[config.mk]
export PLATFORM = sky130hd
export DESIGN_NAME = window_median_filter
export DESIGN_NICKNAME = d
export VERILOG_FILES = /design/src/design/wmf_pkg.sv /design/src/design/wmf_ctrl.sv /design/src/design/wmf_datapath.sv /design/src/design/window_median_filter.sv
export SDC_FILE = /design/constraint.sdc
export NUM_CORES = 2
export LEC_CHECK = 0
export BUFFER_PORTS_ARGS = -buffer_cell sky130_fd_sc_hd__buf_2
export CAP_MARGIN = 20
export CORE_MARGIN = 2
export CORE_UTILIZATION = 45
export CTS_BUF_LIST = sky130_fd_sc_hd__clkbuf_2
export CTS_CLUSTER_DIAMETER = 80
export DETAILED_ROUTE_END_ITERATION = 7
export GPL_TIMING_DRIVEN = 1
export PLACE_DENSITY = 0.56
export SLEW_MARGIN = 40
export SYNTH_ARGS = -nofsm -noshare
export SYNTH_HDL_FRONTEND = slang
export SYNTH_HIERARCHICAL = 1
export SYNTH_SLANG_ARGS = --single-unit
[constraint.sdc]
create_clock -name clk -period 27.6 [get_ports clk]
set_clock_uncertainty 0.05 [all_clocks]
set_input_delay 1.38 -clock clk [delete_from_list [all_inputs] [get_ports clk]]
set_output_delay 1.38 -clock clk [all_outputs]
set_load 0.01 [all_outputs]
[src/design/wmf_pkg.sv]
// ----------------------------------------------------------------------------
// wmf_pkg
// Shared widths, reset values and controller/datapath interface structs.
// ----------------------------------------------------------------------------
`default_nettype none

package wmf_pkg;

    localparam int PIX_W = 8;
    localparam int SIDE_W = 4;
    localparam logic [SIDE_W-1:0] SIDE_RESET = 4'd3;

    // Commands from the controller to the datapath
    typedef struct packed {
        logic cfg_wr;    // load window side, drop the window in progress
        logic load_pix;  // capture the incoming pixel, start at the fill position
        logic rd_prev;   // read the entry below the insert position
        logic shift_wr;  // move the read entry up one slot
        logic place_wr;  // write the pixel at the insert position, count it
        logic rd_mid;    // read the middle entry of the sorted window
        logic load_out;  // load the output register from the read data
    } wmf_cmd_t;

    // Status from the datapath to the controller
    typedef struct packed {
        logic pos_zero;  // insert position is the bottom of the store
        logic prev_gt;   // entry read below the insert position is above the pixel
        logic last;      // the pixel being placed completes the window
    } wmf_status_t;

endpackage

`default_nettype wire

[src/design/wmf_ctrl.sv]
// ----------------------------------------------------------------------------
// wmf_ctrl
// Sequencer for insertion into the sorted store, median readout and handshakes.
// ----------------------------------------------------------------------------
`default_nettype none

module wmf_ctrl
    import wmf_pkg::*;
(
    input  wire logic        clk,
    input  wire logic        rst_n,
    input  wire logic        in_valid,
    output logic             in_ready,
    input  wire logic        cfg_valid,
    output logic             cfg_ready,
    output logic             out_valid,
    input  wire logic        out_ready,
    input  wire wmf_status_t status,
    output wmf_cmd_t         cmd
);

    typedef enum logic [4:0] {
        S_IDLE = 5'b00001,
        S_SCAN = 5'b00010,
        S_CMP  = 5'b00100,
        S_MED  = 5'b01000,
        S_EMIT = 5'b10000
    } state_t;

    state_t state_reg;
    state_t state_next;
    logic   out_valid_reg;
    logic   out_valid_next;

    // Configuration wins over a pixel offered in the same idle cycle
    assign cfg_ready = (state_reg == S_IDLE);
    assign in_ready  = (state_reg == S_IDLE) && !cfg_valid;
    assign out_valid = out_valid_reg;

    // Next state and commands
    always_comb
    begin
        state_next = state_reg;
        cmd        = '0;
        unique case (state_reg)
            S_IDLE:
            begin
                if (cfg_valid)
                begin
                    cmd.cfg_wr = 1'b1;
                end
                else if (in_valid)
                begin
                    cmd.load_pix = 1'b1;
                    state_next   = S_SCAN;
                end
            end
            S_SCAN:
            begin
                if (status.pos_zero)
                begin
                    cmd.place_wr = 1'b1;
                    state_next   = status.last ? S_MED : S_IDLE;
                end
                else
                begin
                    cmd.rd_prev = 1'b1;
                    state_next  = S_CMP;
                end
            end
            S_CMP:
            begin
                if (status.prev_gt)
                begin
                    cmd.shift_wr = 1'b1;
                    state_next   = S_SCAN;
                end
                else
                begin
                    cmd.place_wr = 1'b1;
                    state_next   = status.last ? S_MED : S_IDLE;
                end
            end
            S_MED:
            begin
                cmd.rd_mid = 1'b1;
                state_next = S_EMIT;
            end
            S_EMIT:
            begin
                // Hold until the previous result has been taken
                if (!out_valid_reg || out_ready)
                begin
                    cmd.load_out = 1'b1;
                    state_next   = S_IDLE;
                end
            end
            default:
            begin
                state_next = S_IDLE;
            end
        endcase
    end

    // Output valid: set on load, clear on transfer
    assign out_valid_next = cmd.load_out || (out_valid_reg && !out_ready);

    always_ff @(posedge clk or negedge rst_n)
    begin
        if (!rst_n)
        begin
            state_reg     <= S_IDLE;
            out_valid_reg <= 1'b0;
        end
        else
        begin
            state_reg     <= state_next;
            out_valid_reg <= out_valid_next;
        end
    end

endmodule

`default_nettype wire

[src/design/wmf_datapath.sv]
// ----------------------------------------------------------------------------
// wmf_datapath
// Sorted pixel store, insert position, pixel count and output register.
// ----------------------------------------------------------------------------
`default_nettype none

module wmf_datapath
    import wmf_pkg::*;
#(
    parameter int MAX_SIDE = 15
)
(
    input  wire logic              clk,
    input  wire logic              rst_n,
    input  wire logic [PIX_W-1:0]  pixel_value,
    input  wire logic [SIDE_W-1:0] window_side,
    input  wire wmf_cmd_t          cmd,
    output wmf_status_t            status,
    output logic [PIX_W-1:0]       median_value
);

    localparam int DEPTH = MAX_SIDE * MAX_SIDE;
    localparam int AW    = (DEPTH > 1) ? $clog2(DEPTH) : 1;
    localparam int CW    = $clog2(DEPTH + 1);
    localparam int SW    = $clog2(MAX_SIDE + 1);
    localparam int TW    = 2 * SW;

    logic [SIDE_W-1:0] side_reg;
    logic [SIDE_W-1:0] side_next;
    logic [CW-1:0]     count_reg;
    logic [CW-1:0]     count_next;
    logic [AW-1:0]     pos_reg;
    logic [AW-1:0]     pos_next;
    logic [PIX_W-1:0]  pix_reg;
    logic [PIX_W-1:0]  pix_next;
    logic [PIX_W-1:0]  rd_data_reg;
    logic [PIX_W-1:0]  median_reg;
    logic [PIX_W-1:0]  median_next;

    logic [SW-1:0]     eff_side;
    logic [TW-1:0]     total;
    logic [TW-1:0]     mid;
    logic              last;

    logic              wr_en;
    logic [AW-1:0]     wr_addr;
    logic [PIX_W-1:0]  wr_data;
    logic              rd_en;
    logic [AW-1:0]     rd_addr;

    logic [PIX_W-1:0]  store_mem [DEPTH];

    // Clamp the side to 1..MAX_SIDE, derive window size and middle rank
    always_comb
    begin
        priority if (side_reg == '0)
        begin
            eff_side = SW'(1);
        end
        else if (int'(side_reg) > MAX_SIDE)
        begin
            eff_side = SW'(MAX_SIDE);
        end
        else
        begin
            eff_side = SW'(side_reg);
        end
    end

    assign total = TW'(eff_side) * TW'(eff_side);
    assign mid   = total >> 1;
    assign last  = (TW'(count_reg) + TW'(1)) == total;

    assign status.pos_zero = (pos_reg == '0);
    assign status.prev_gt  = (rd_data_reg > pix_reg);
    assign status.last     = last;

    // Store port selection
    assign wr_en   = cmd.shift_wr || cmd.place_wr;
    assign wr_addr = pos_reg;
    assign wr_data = cmd.shift_wr ? rd_data_reg : pix_reg;
    assign rd_en   = cmd.rd_prev || cmd.rd_mid;
    assign rd_addr = cmd.rd_mid ? mid[AW-1:0] : (pos_reg - AW'(1));

    // Sorted store, registered read
    always_ff @(posedge clk)
    begin
        if (wr_en)
        begin
            store_mem[wr_addr] <= wr_data;
        end
        if (rd_en)
        begin
            rd_data_reg <= store_mem[rd_addr];
        end
    end

    // Next values of the control registers
    always_comb
    begin
        side_next  = side_reg;
        count_next = count_reg;
        pos_next   = pos_reg;
        if (cmd.cfg_wr)
        begin
            side_next  = window_side;
            count_next = '0;
        end
        if (cmd.load_pix)
        begin
            pos_next = count_reg[AW-1:0];
        end
        if (cmd.shift_wr)
        begin
            pos_next = pos_reg - AW'(1);
        end
        if (cmd.place_wr)
        begin
            count_next = last ? '0 : (count_reg + CW'(1));
        end
    end

    always_ff @(posedge clk or negedge rst_n)
    begin
        if (!rst_n)
        begin
            side_reg  <= SIDE_RESET;
            count_reg <= '0;
            pos_reg   <= '0;
        end
        else
        begin
            side_reg  <= side_next;
            count_reg <= count_next;
            pos_reg   <= pos_next;
        end
    end

    // Capture the pixel and the result
    assign pix_next    = cmd.load_pix ? pixel_value : pix_reg;
    assign median_next = cmd.load_out ? rd_data_reg : median_reg;

    always_ff @(posedge clk)
    begin
        pix_reg    <= pix_next;
        median_reg <= median_next;
    end

    assign median_value = median_reg;

endmodule

`default_nettype wire

[src/design/window_median_filter.sv]
// Square-window median filter. Pixels of one window arrive in row-major order on the
// input channel; each is inserted into a single-port sorted store of MAX_SIDE squared
// bytes. After the last pixel of a window the entry at rank floor(side*side/2) appears
// on the output channel (for an even side, the upper of the two middle values). Each
// pixel is loaded while idle; each stored value above it then moves up one slot, and
// the pixel is written at the slot left free, or at the bottom of the store. The store's
// read data is registered, so each move is a read in S_SCAN and a compare and write in
// S_CMP, the state after it. After the last pixel of a window the middle entry is read,
// and the result waits in S_EMIT while an earlier result is still held in the output
// register. The output register lets the next window start while a result waits.
// A side of zero acts as one and a side above MAX_SIDE as MAX_SIDE; a side write drops
// the window in progress and is taken only while the block is idle.
// ----------------------------------------------------------------------------
// window_median_filter
// Top level: joins the insertion controller and the sorted-store datapath.
// ----------------------------------------------------------------------------
`default_nettype none

module window_median_filter
    import wmf_pkg::*;
#(
    parameter int MAX_SIDE = 15
)
(
    input  wire logic              clk,
    input  wire logic              rst_n,
    input  wire logic              in_valid,
    output logic                   in_ready,
    input  wire logic [PIX_W-1:0]  pixel_value,
    output logic                   out_valid,
    input  wire logic              out_ready,
    output logic [PIX_W-1:0]       median_value,
    input  wire logic              cfg_valid,
    output logic                   cfg_ready,
    input  wire logic [SIDE_W-1:0] window_side
);

    wmf_cmd_t    cmd;
    wmf_status_t status;

    // Sequencer
    wmf_ctrl u_ctrl (
        .clk       (clk),
        .rst_n     (rst_n),
        .in_valid  (in_valid),
        .in_ready  (in_ready),
        .cfg_valid (cfg_valid),
        .cfg_ready (cfg_ready),
        .out_valid (out_valid),
        .out_ready (out_ready),
        .status    (status),
        .cmd       (cmd)
    );

    // Store and counters
    wmf_datapath #(
        .MAX_SIDE (MAX_SIDE)
    ) u_datapath (
        .clk          (clk),
        .rst_n        (rst_n),
        .pixel_value  (pixel_value),
        .window_side  (window_side),
        .cmd          (cmd),
        .status       (status),
        .median_value (median_value)
    );

endmodule

`default_nettype wire

### Word-level counts from Yosys, hierarchy flattened

Memories as Yosys holds them, arrays and structs flattened. A register that Yosys moved wholly into a read port is not among the register bits.
Cells that the tools add are included.

| word-level totals | value |
|---|---|
| register bits after elaboration | 42 |
| memory bits (writable) | 1800 |
| logic and storage cells | 66 |
| memories | 1 |

Memories:

| name | depth | bits a word | rd ports | clocked after memory_dff | wr ports | RTL line | text |
|---|---|---|---|---|---|---|---|
| u_datapath.store_mem | 225 | 8 | 1 | 1 | 1 | wmf_datapath.sv:51 | `logic [PIX_W-1:0] store_mem [DEPTH];` |

| operators by class | value |
|---|---|
| add/sub/neg operators | 2 |
| multipliers | 1 |
| $lt $le $gt $ge | 1 |
| eq/ne operators | 9 |
| muxes and demuxes | 31 |
| reductions and logical operators | 14 |

Operator list:

| operator | number |
|---|---|
| 8-bit two-way mux | 7 |
| 5-bit two-way mux | 5 |
| 5-bit one-hot mux with 5 select lines | 1 |
| 1-bit two-way mux | 14 |
| 8-bit by 1-bit adder with 8-bit output, second input constant | 1 |
| 8-bit equality test | 1 |
| 8-bit greater-than comparator | 1 |
| 8-bit logical NOT | 1 |
| 4-bit by 4-bit multiplier with 8-bit output | 1 |
| 4-bit two-way mux | 2 |
| 8-bit by 1-bit subtractor with 8-bit output, second input constant | 1 |
| 5-bit by 1-bit equality test with 1-bit output, second input constant | 1 |
| 5-bit by 2-bit equality test with 1-bit output, second input constant | 1 |
| 5-bit by 3-bit equality test with 1-bit output, second input constant | 1 |
| 5-bit by 4-bit equality test with 1-bit output, second input constant | 1 |
| 5-bit equality test, second input constant | 1 |
| 4-bit logical NOT | 1 |
| 1-bit logical OR | 4 |
| 2-bit inequality test, second input constant | 2 |
| 2-bit nonzero test | 2 |
| 1-bit logical NOT | 3 |
| 3-bit AND reduction | 1 |
| 1-bit logical AND | 2 |
| 2-bit two-way mux | 1 |
| 2 further kinds | 2 |

### Logic depth before layout (Yosys ltp)

| logic depth | value |
|---|---|
| depth in word-level cells | 7 |
| gate-level depth with buffers | 21 |
| gate-level depth less buffers | 16 |

### Cells and area by module

The synthesis kept the hierarchy.

By module, submodules not included:

| module | times used | cells an instance | area each (um^2) | sequential area each (um^2) |
|---|---|---|---|---|
| wmf_datapath | 1 | 5883 | 79688.9 | 55275.5 |
| wmf_ctrl | 1 | 42 | 384.1 | 151.4 |

### Least setup slack after synthesis

No wires, ideal clock.

| timing | value |
|---|---|
| path type | register to register |
| from | reg u_datapath.rd_data_reg[1], read port of u_datapath.store_mem |
| to | mem u_datapath.store_mem[0][1] (data pin) |
| data arrival time | 10.850 ns |
| data required time | 25.603 ns |
| path slack | 14.753 ns |
| cell stages (with the launch flop) | 15 |
| clock period less this slack | 12.847 ns |
| path through | edfxtp_1 ha_1 nor2b_1 o21a_1 o21ai_0 nand2b_1 a21oi_1 nor2_1 a211oi_1 a21oi_1 nand2_1 nor3_1 clkbuf_1 buf_1 o21ai_0 |

RTL lines:

| what | RTL line | text |
|---|---|---|
| from (decl) | wmf_datapath.sv:36 | `logic [PIX_W-1:0] rd_data_reg;` |
| to (decl) | wmf_datapath.sv:51 |  |

### Final worst setup path

| timing | value |
|---|---|
| from | reg u_datapath.pos_reg[0] |
| to | reg u_datapath.rd_data_reg[7], read port of u_datapath.store_mem (data pin) |

| between the ends | value |
|---|---|
| cells in the longest elaborated chain, start to end | 4 |

RTL lines:

| what | RTL line | text |
|---|---|---|
| from (decl) | wmf_datapath.sv:32 | `logic [AW-1:0] pos_reg;` |
| from (signal assigned) | wmf_datapath.sv:135 | `pos_reg <= pos_next;` |
| parallel branches: the longest is 4 deep, another holds 8-bit by 1-bit subtractor with 8-bit output | -- |  |

Parallel ways; which one is timed is not known.
A chain may end at the register's enable or synchronous reset.

==> metrics.log <==
[metrics] run status: complete, but fails checks
[metrics] violations in the final reports: design-rule violations
[metrics] Total Power Consumption: 0.00924 W
[metrics] number of port buffers: 27
[metrics] worst hold path type: in -> reg
[metrics] sinks on the clock net: 1850
[metrics] fill cell count: 15500
[metrics] period utilisation layout: about 25%
[metrics] worst slew slack as a fraction of its limit: 9.90%
[metrics] antenna violations before repair: 18
[metrics] fraction of the core area covered by cells at the end of the flow: 49.6%
[metrics] share of the synthesized area in the top cell type: 68.4%
[metrics] yosys synthesis warning count: 6
[metrics] number of nets with antenna violations after detailed routing: 0
[metrics] first-pass GRT wire length: 419 mm
[metrics] Avg Synthesized Cell Area: approximately 14 um^2
[metrics] post-synth net total: 5959
[metrics] total routing usage reported by global routing: 32.6%
[metrics] Initial DRC Count: 8902
[metrics] minimum clock period: 6.95 ns
[metrics] nature of the critical path endpoint: flop
[metrics] Max Fclk: 144 MHz
[metrics] netlist area before placement: 80100 um^2
[metrics] ports placed on the boundary: 28
[metrics] Seq/Total Area, Yosys: between 60% and 70%
[metrics] final weighted congestion of routability-driven global placement: 0.964
[metrics] number of enable flip-flop cells after synthesis: between 1500 and 2000
[metrics] pin count of the biggest net entering global routing: 144
[metrics] Worst Setup Path Type: reg -> reg
[metrics] clock tree from TritonCTS: yes
[metrics] global-route congestion overflow total: 0
[metrics] number of failing hold endpoints at the final stage: 0
[metrics] DRT Pass-1 Iters: 8
[metrics] top flip-flop cell by instance count after synthesis: sky130_fd_sc_hd__edfxtp_1
[metrics] post-route setup TNS: 0 ns
[metrics] number of distinct standard cells referenced by the synthesized netlist: 85
[metrics] switching share of total power: 46.5%
[metrics] fraction of final layout cells sized beyond drive strength 1: 21.3%
[metrics] root buffer cell: sky130_fd_sc_hd__clkbuf_2
[metrics] mean routed wirelength per cell: 33.8 um
[metrics] CP arrival: 8.76 ns
[metrics] switching pwr: between 0.004 and 0.005 W
[metrics] Initial Util: 45.4%
[metrics] leak pwr: 28.3 nW
[metrics] net count of the finished layout: 6218
[metrics] cell taking the most area after synthesis: sky130_fd_sc_hd__edfxtp_1
[metrics] leading post-synthesis cells by instance count: 1824 x sky130_fd_sc_hd__edfxtp_1, 996 x sky130_fd_sc_hd__nand2_1, 434 x sky130_fd_sc_hd__nor2_1
[metrics] drt via density: 6.51
[metrics] worst IR drop on VDD: between 0.09 and 0.1 mV
[metrics] area of the placeable core: 176000 um^2
[metrics] final WL: 300 mm
[metrics] number of buffers on the longest clock path: 4
[metrics] number of H-tree levels: 5
[metrics] worst hold slack: about 0.24 ns
[metrics] crit start category: flop
[metrics] die extent in x: 426 um
[metrics] transition at the pin with the smallest max-transition slack: around 1.4 ns
[metrics] fraction of power consumed by combinational cells: 45.2%
[metrics] maximum net fanout on the critical path: between 40 and 50
[metrics] standard-cell rows: 154
[metrics] overall die area: 181000 um^2
[metrics] total count of max-transition violations in the final report: 0
[metrics] total internal power: approximately 0.0049 W
[metrics] Syn-to-layout area delta: 9.37%
[metrics] relative contribution of sequential cells to total power: between 30% and 40%
[metrics] clock network power share: 19.7%
[metrics] number of failing setup endpoints in the final timing report: 0
[metrics] max reg flops: 1800
[metrics] via count of the first global-routing pass: between 50000 and 60000
[metrics] number of buffers inserted during clock tree synthesis: 481
[metrics] ranking of synthesized cells by area: sky130_fd_sc_hd__edfxtp_1 68%, sky130_fd_sc_hd__nand2_1 4.7%, sky130_fd_sc_hd__mux4_2 2.7%, sky130_fd_sc_hd__mux2i_1 2.7%, sky130_fd_sc_hd__mux2_2 2.1%
[metrics] largest register by flop count: u_datapath/store_mem
[metrics] height of the chip: approximately 430 um
[metrics] final non-filler cell total: ~9000
[metrics] number of design rule violations left after detail routing: 1
[metrics] synthesized netlist cell count: 5925
[metrics] most frequent cell after synthesis: sky130_fd_sc_hd__edfxtp_1
[metrics] RSZ-0062 raised after global routing: no
[metrics] post-synthesis async set-or-reset flop share: 1.41%
[metrics] overall via count from detail_route: 57700
[metrics] number of storage elements in the synthesis netlist: about 1900
[metrics] max_cap viols: 0
[metrics] PwrDens: 106 nW/um^2
[metrics] Inst Count DP: 8004
[metrics] DP HPWL: 177 mm
[metrics] clock transition at the register clock pins on the worst setup and hold paths after CTS: around 0.11 ns
[metrics] required time worst endpoint: 29.41 ns
[metrics] insertion delay of the later-clocked pin in the worst-skew pair: between 2 and 2.5 ns
-- final cells by class --
cell class / count / area [um^2] / area share (%)
sequential: 1850 / 55400 / 63.3
antenna: 15 / 37.5 / 0.0429
inverter: 21 / 83.8 / 0.0957
tap: 2340 / 2930 / 3.34
clock inverter: 116 / 509 / 0.581
multi-input combinational: 3599 / 23100 / 26.4
clock buffer: 695 / 3480 / 3.97
timing repair buffer: 231 / 2000 / 2.28
-- cells in the final DEF, fill, tap and decap left out, types with 22 or more instances in the layout --
cell	synthesis	layout
sky130_fd_sc_hd__edfxtp_1	1824	1824
sky130_fd_sc_hd__nand2_1	996	985
sky130_fd_sc_hd__clkbuf_2	0	695
sky130_fd_sc_hd__nand3_1	312	307
sky130_fd_sc_hd__nor2_1	434	290
sky130_fd_sc_hd__a21oi_1	268	268
sky130_fd_sc_hd__mux2i_1	216	215
sky130_fd_sc_hd__o21ai_0	163	148
sky130_fd_sc_hd__mux2_2	146	145
sky130_fd_sc_hd__buf_4	53	144
sky130_fd_sc_hd__nor2_2	4	141
sky130_fd_sc_hd__a31oi_1	139	137
sky130_fd_sc_hd__mux4_2	97	97
sky130_fd_sc_hd__o221ai_1	94	94
sky130_fd_sc_hd__clkinv_1	0	90
sky130_fd_sc_hd__a221oi_1	79	78
sky130_fd_sc_hd__o22ai_1	74	74
sky130_fd_sc_hd__nor3_1	74	72
sky130_fd_sc_hd__o211ai_1	59	59
sky130_fd_sc_hd__a211oi_1	58	57
sky130_fd_sc_hd__a311oi_1	41	41
sky130_fd_sc_hd__and3_1	37	37
sky130_fd_sc_hd__dlygate4sd3_1	0	34
sky130_fd_sc_hd__buf_2	196	29
sky130_fd_sc_hd__dfrtp_1	23	22
-- critical path, stage by stage, from the launching register on --
cell                       delay [ns]
sky130_fd_sc_hd__dfrtp_4         0.66
sky130_fd_sc_hd__inv_2           0.11
sky130_fd_sc_hd__buf_4           0.39
sky130_fd_sc_hd__ha_4            0.50
sky130_fd_sc_hd__buf_4           0.71
sky130_fd_sc_hd__buf_4           0.75
sky130_fd_sc_hd__or2_4           0.39
sky130_fd_sc_hd__buf_4           0.65
sky130_fd_sc_hd__buf_4           0.39
sky130_fd_sc_hd__nor2_1          0.06
sky130_fd_sc_hd__a21oi_1         0.12
sky130_fd_sc_hd__o221ai_1        0.21
sky130_fd_sc_hd__o22ai_1         0.23
sky130_fd_sc_hd__a32oi_1         0.12
sky130_fd_sc_hd__and3_1          0.30
sky130_fd_sc_hd__o311ai_1        0.83
sky130_fd_sc_hd__a211o_1         0.20
-- what timing repair did --
| action | 4_1_cts | 5_1_grt |
|---|---|---|
| hold buffers | 35 | 0 |
| buffers inserted | 0 | 0 |
| resized for setup | 0 | 0 |
| endpoints found under the hold margin | 67 | 0 |
-- worst paths after layout --
| kind | endpoint | start | cells after the start | slack [ns] |
|---|---|---|---|---|
| worst max-delay path | u_datapath/rd_data_reg[7] | u_datapath/pos_reg[0] | 16 | 20.65 |
| worst min-delay path | u_ctrl/out_valid | out_ready | 4 | 0.24 |
| min in group asynchronous | u_datapath/pos_reg[4] | rst_n | 4 | 0.38 |
| max in group asynchronous | u_datapath/side_reg[2] | rst_n | 4 | 26.90 |
| worst min register to register | u_ctrl/out_valid | u_ctrl/out_valid | 2 | 0.54 |
| worst max register to register | u_datapath/rd_data_reg[7] | u_datapath/pos_reg[0] | 16 | 20.65 |
-- power groups by stage --
stage	combinational, W	clock [W]	sequential, W
floorplan	0.00221	0	0.00334
global placement	0.00397	0	0.00330
finish	0.00418	0.00182	0.00324
detailed placement	0.00399	0	0.00330
global route	0.00422	0.00200	0.00324
CTS	0.00401	0.00186	0.00324
-- per-stage QoR --
stage                     setup slack (ns)  area (um^2)
final                                20.65        87600
after global routing                 20.78        87500
after CTS                            20.96        87300
after detailed placement             21.10        82900
after global placement               20.83        82600
after floorplan                      14.75        80100
-- cells by family (layout without fill, tap and decap cells) --
group,count (synthesis),count (layout),synth area share [%]
AND/OR/NAND/NOR,1964,1964,10.4
flip-flops,1850,1850,69.2
AO/OA/AOI/OAI,1141,1141,9.59
buffers and inverters,476,1063,2.86
multiplexers,459,459,7.48
XOR/XNOR,18,18,0.197
adder cells (fa/ha/maj),17,17,0.266
other,0,15,0
-- metal layers --
metal  GRT usage, %  up-vias  wire (um)
met3           9.38      793      36800
li1               -    23600          -
met1           44.5    29000     116000
met5              0        -         39
met2           47.2     4353     131000
met4           17.0        6      16300
Power figures use the tool's default switching activity.
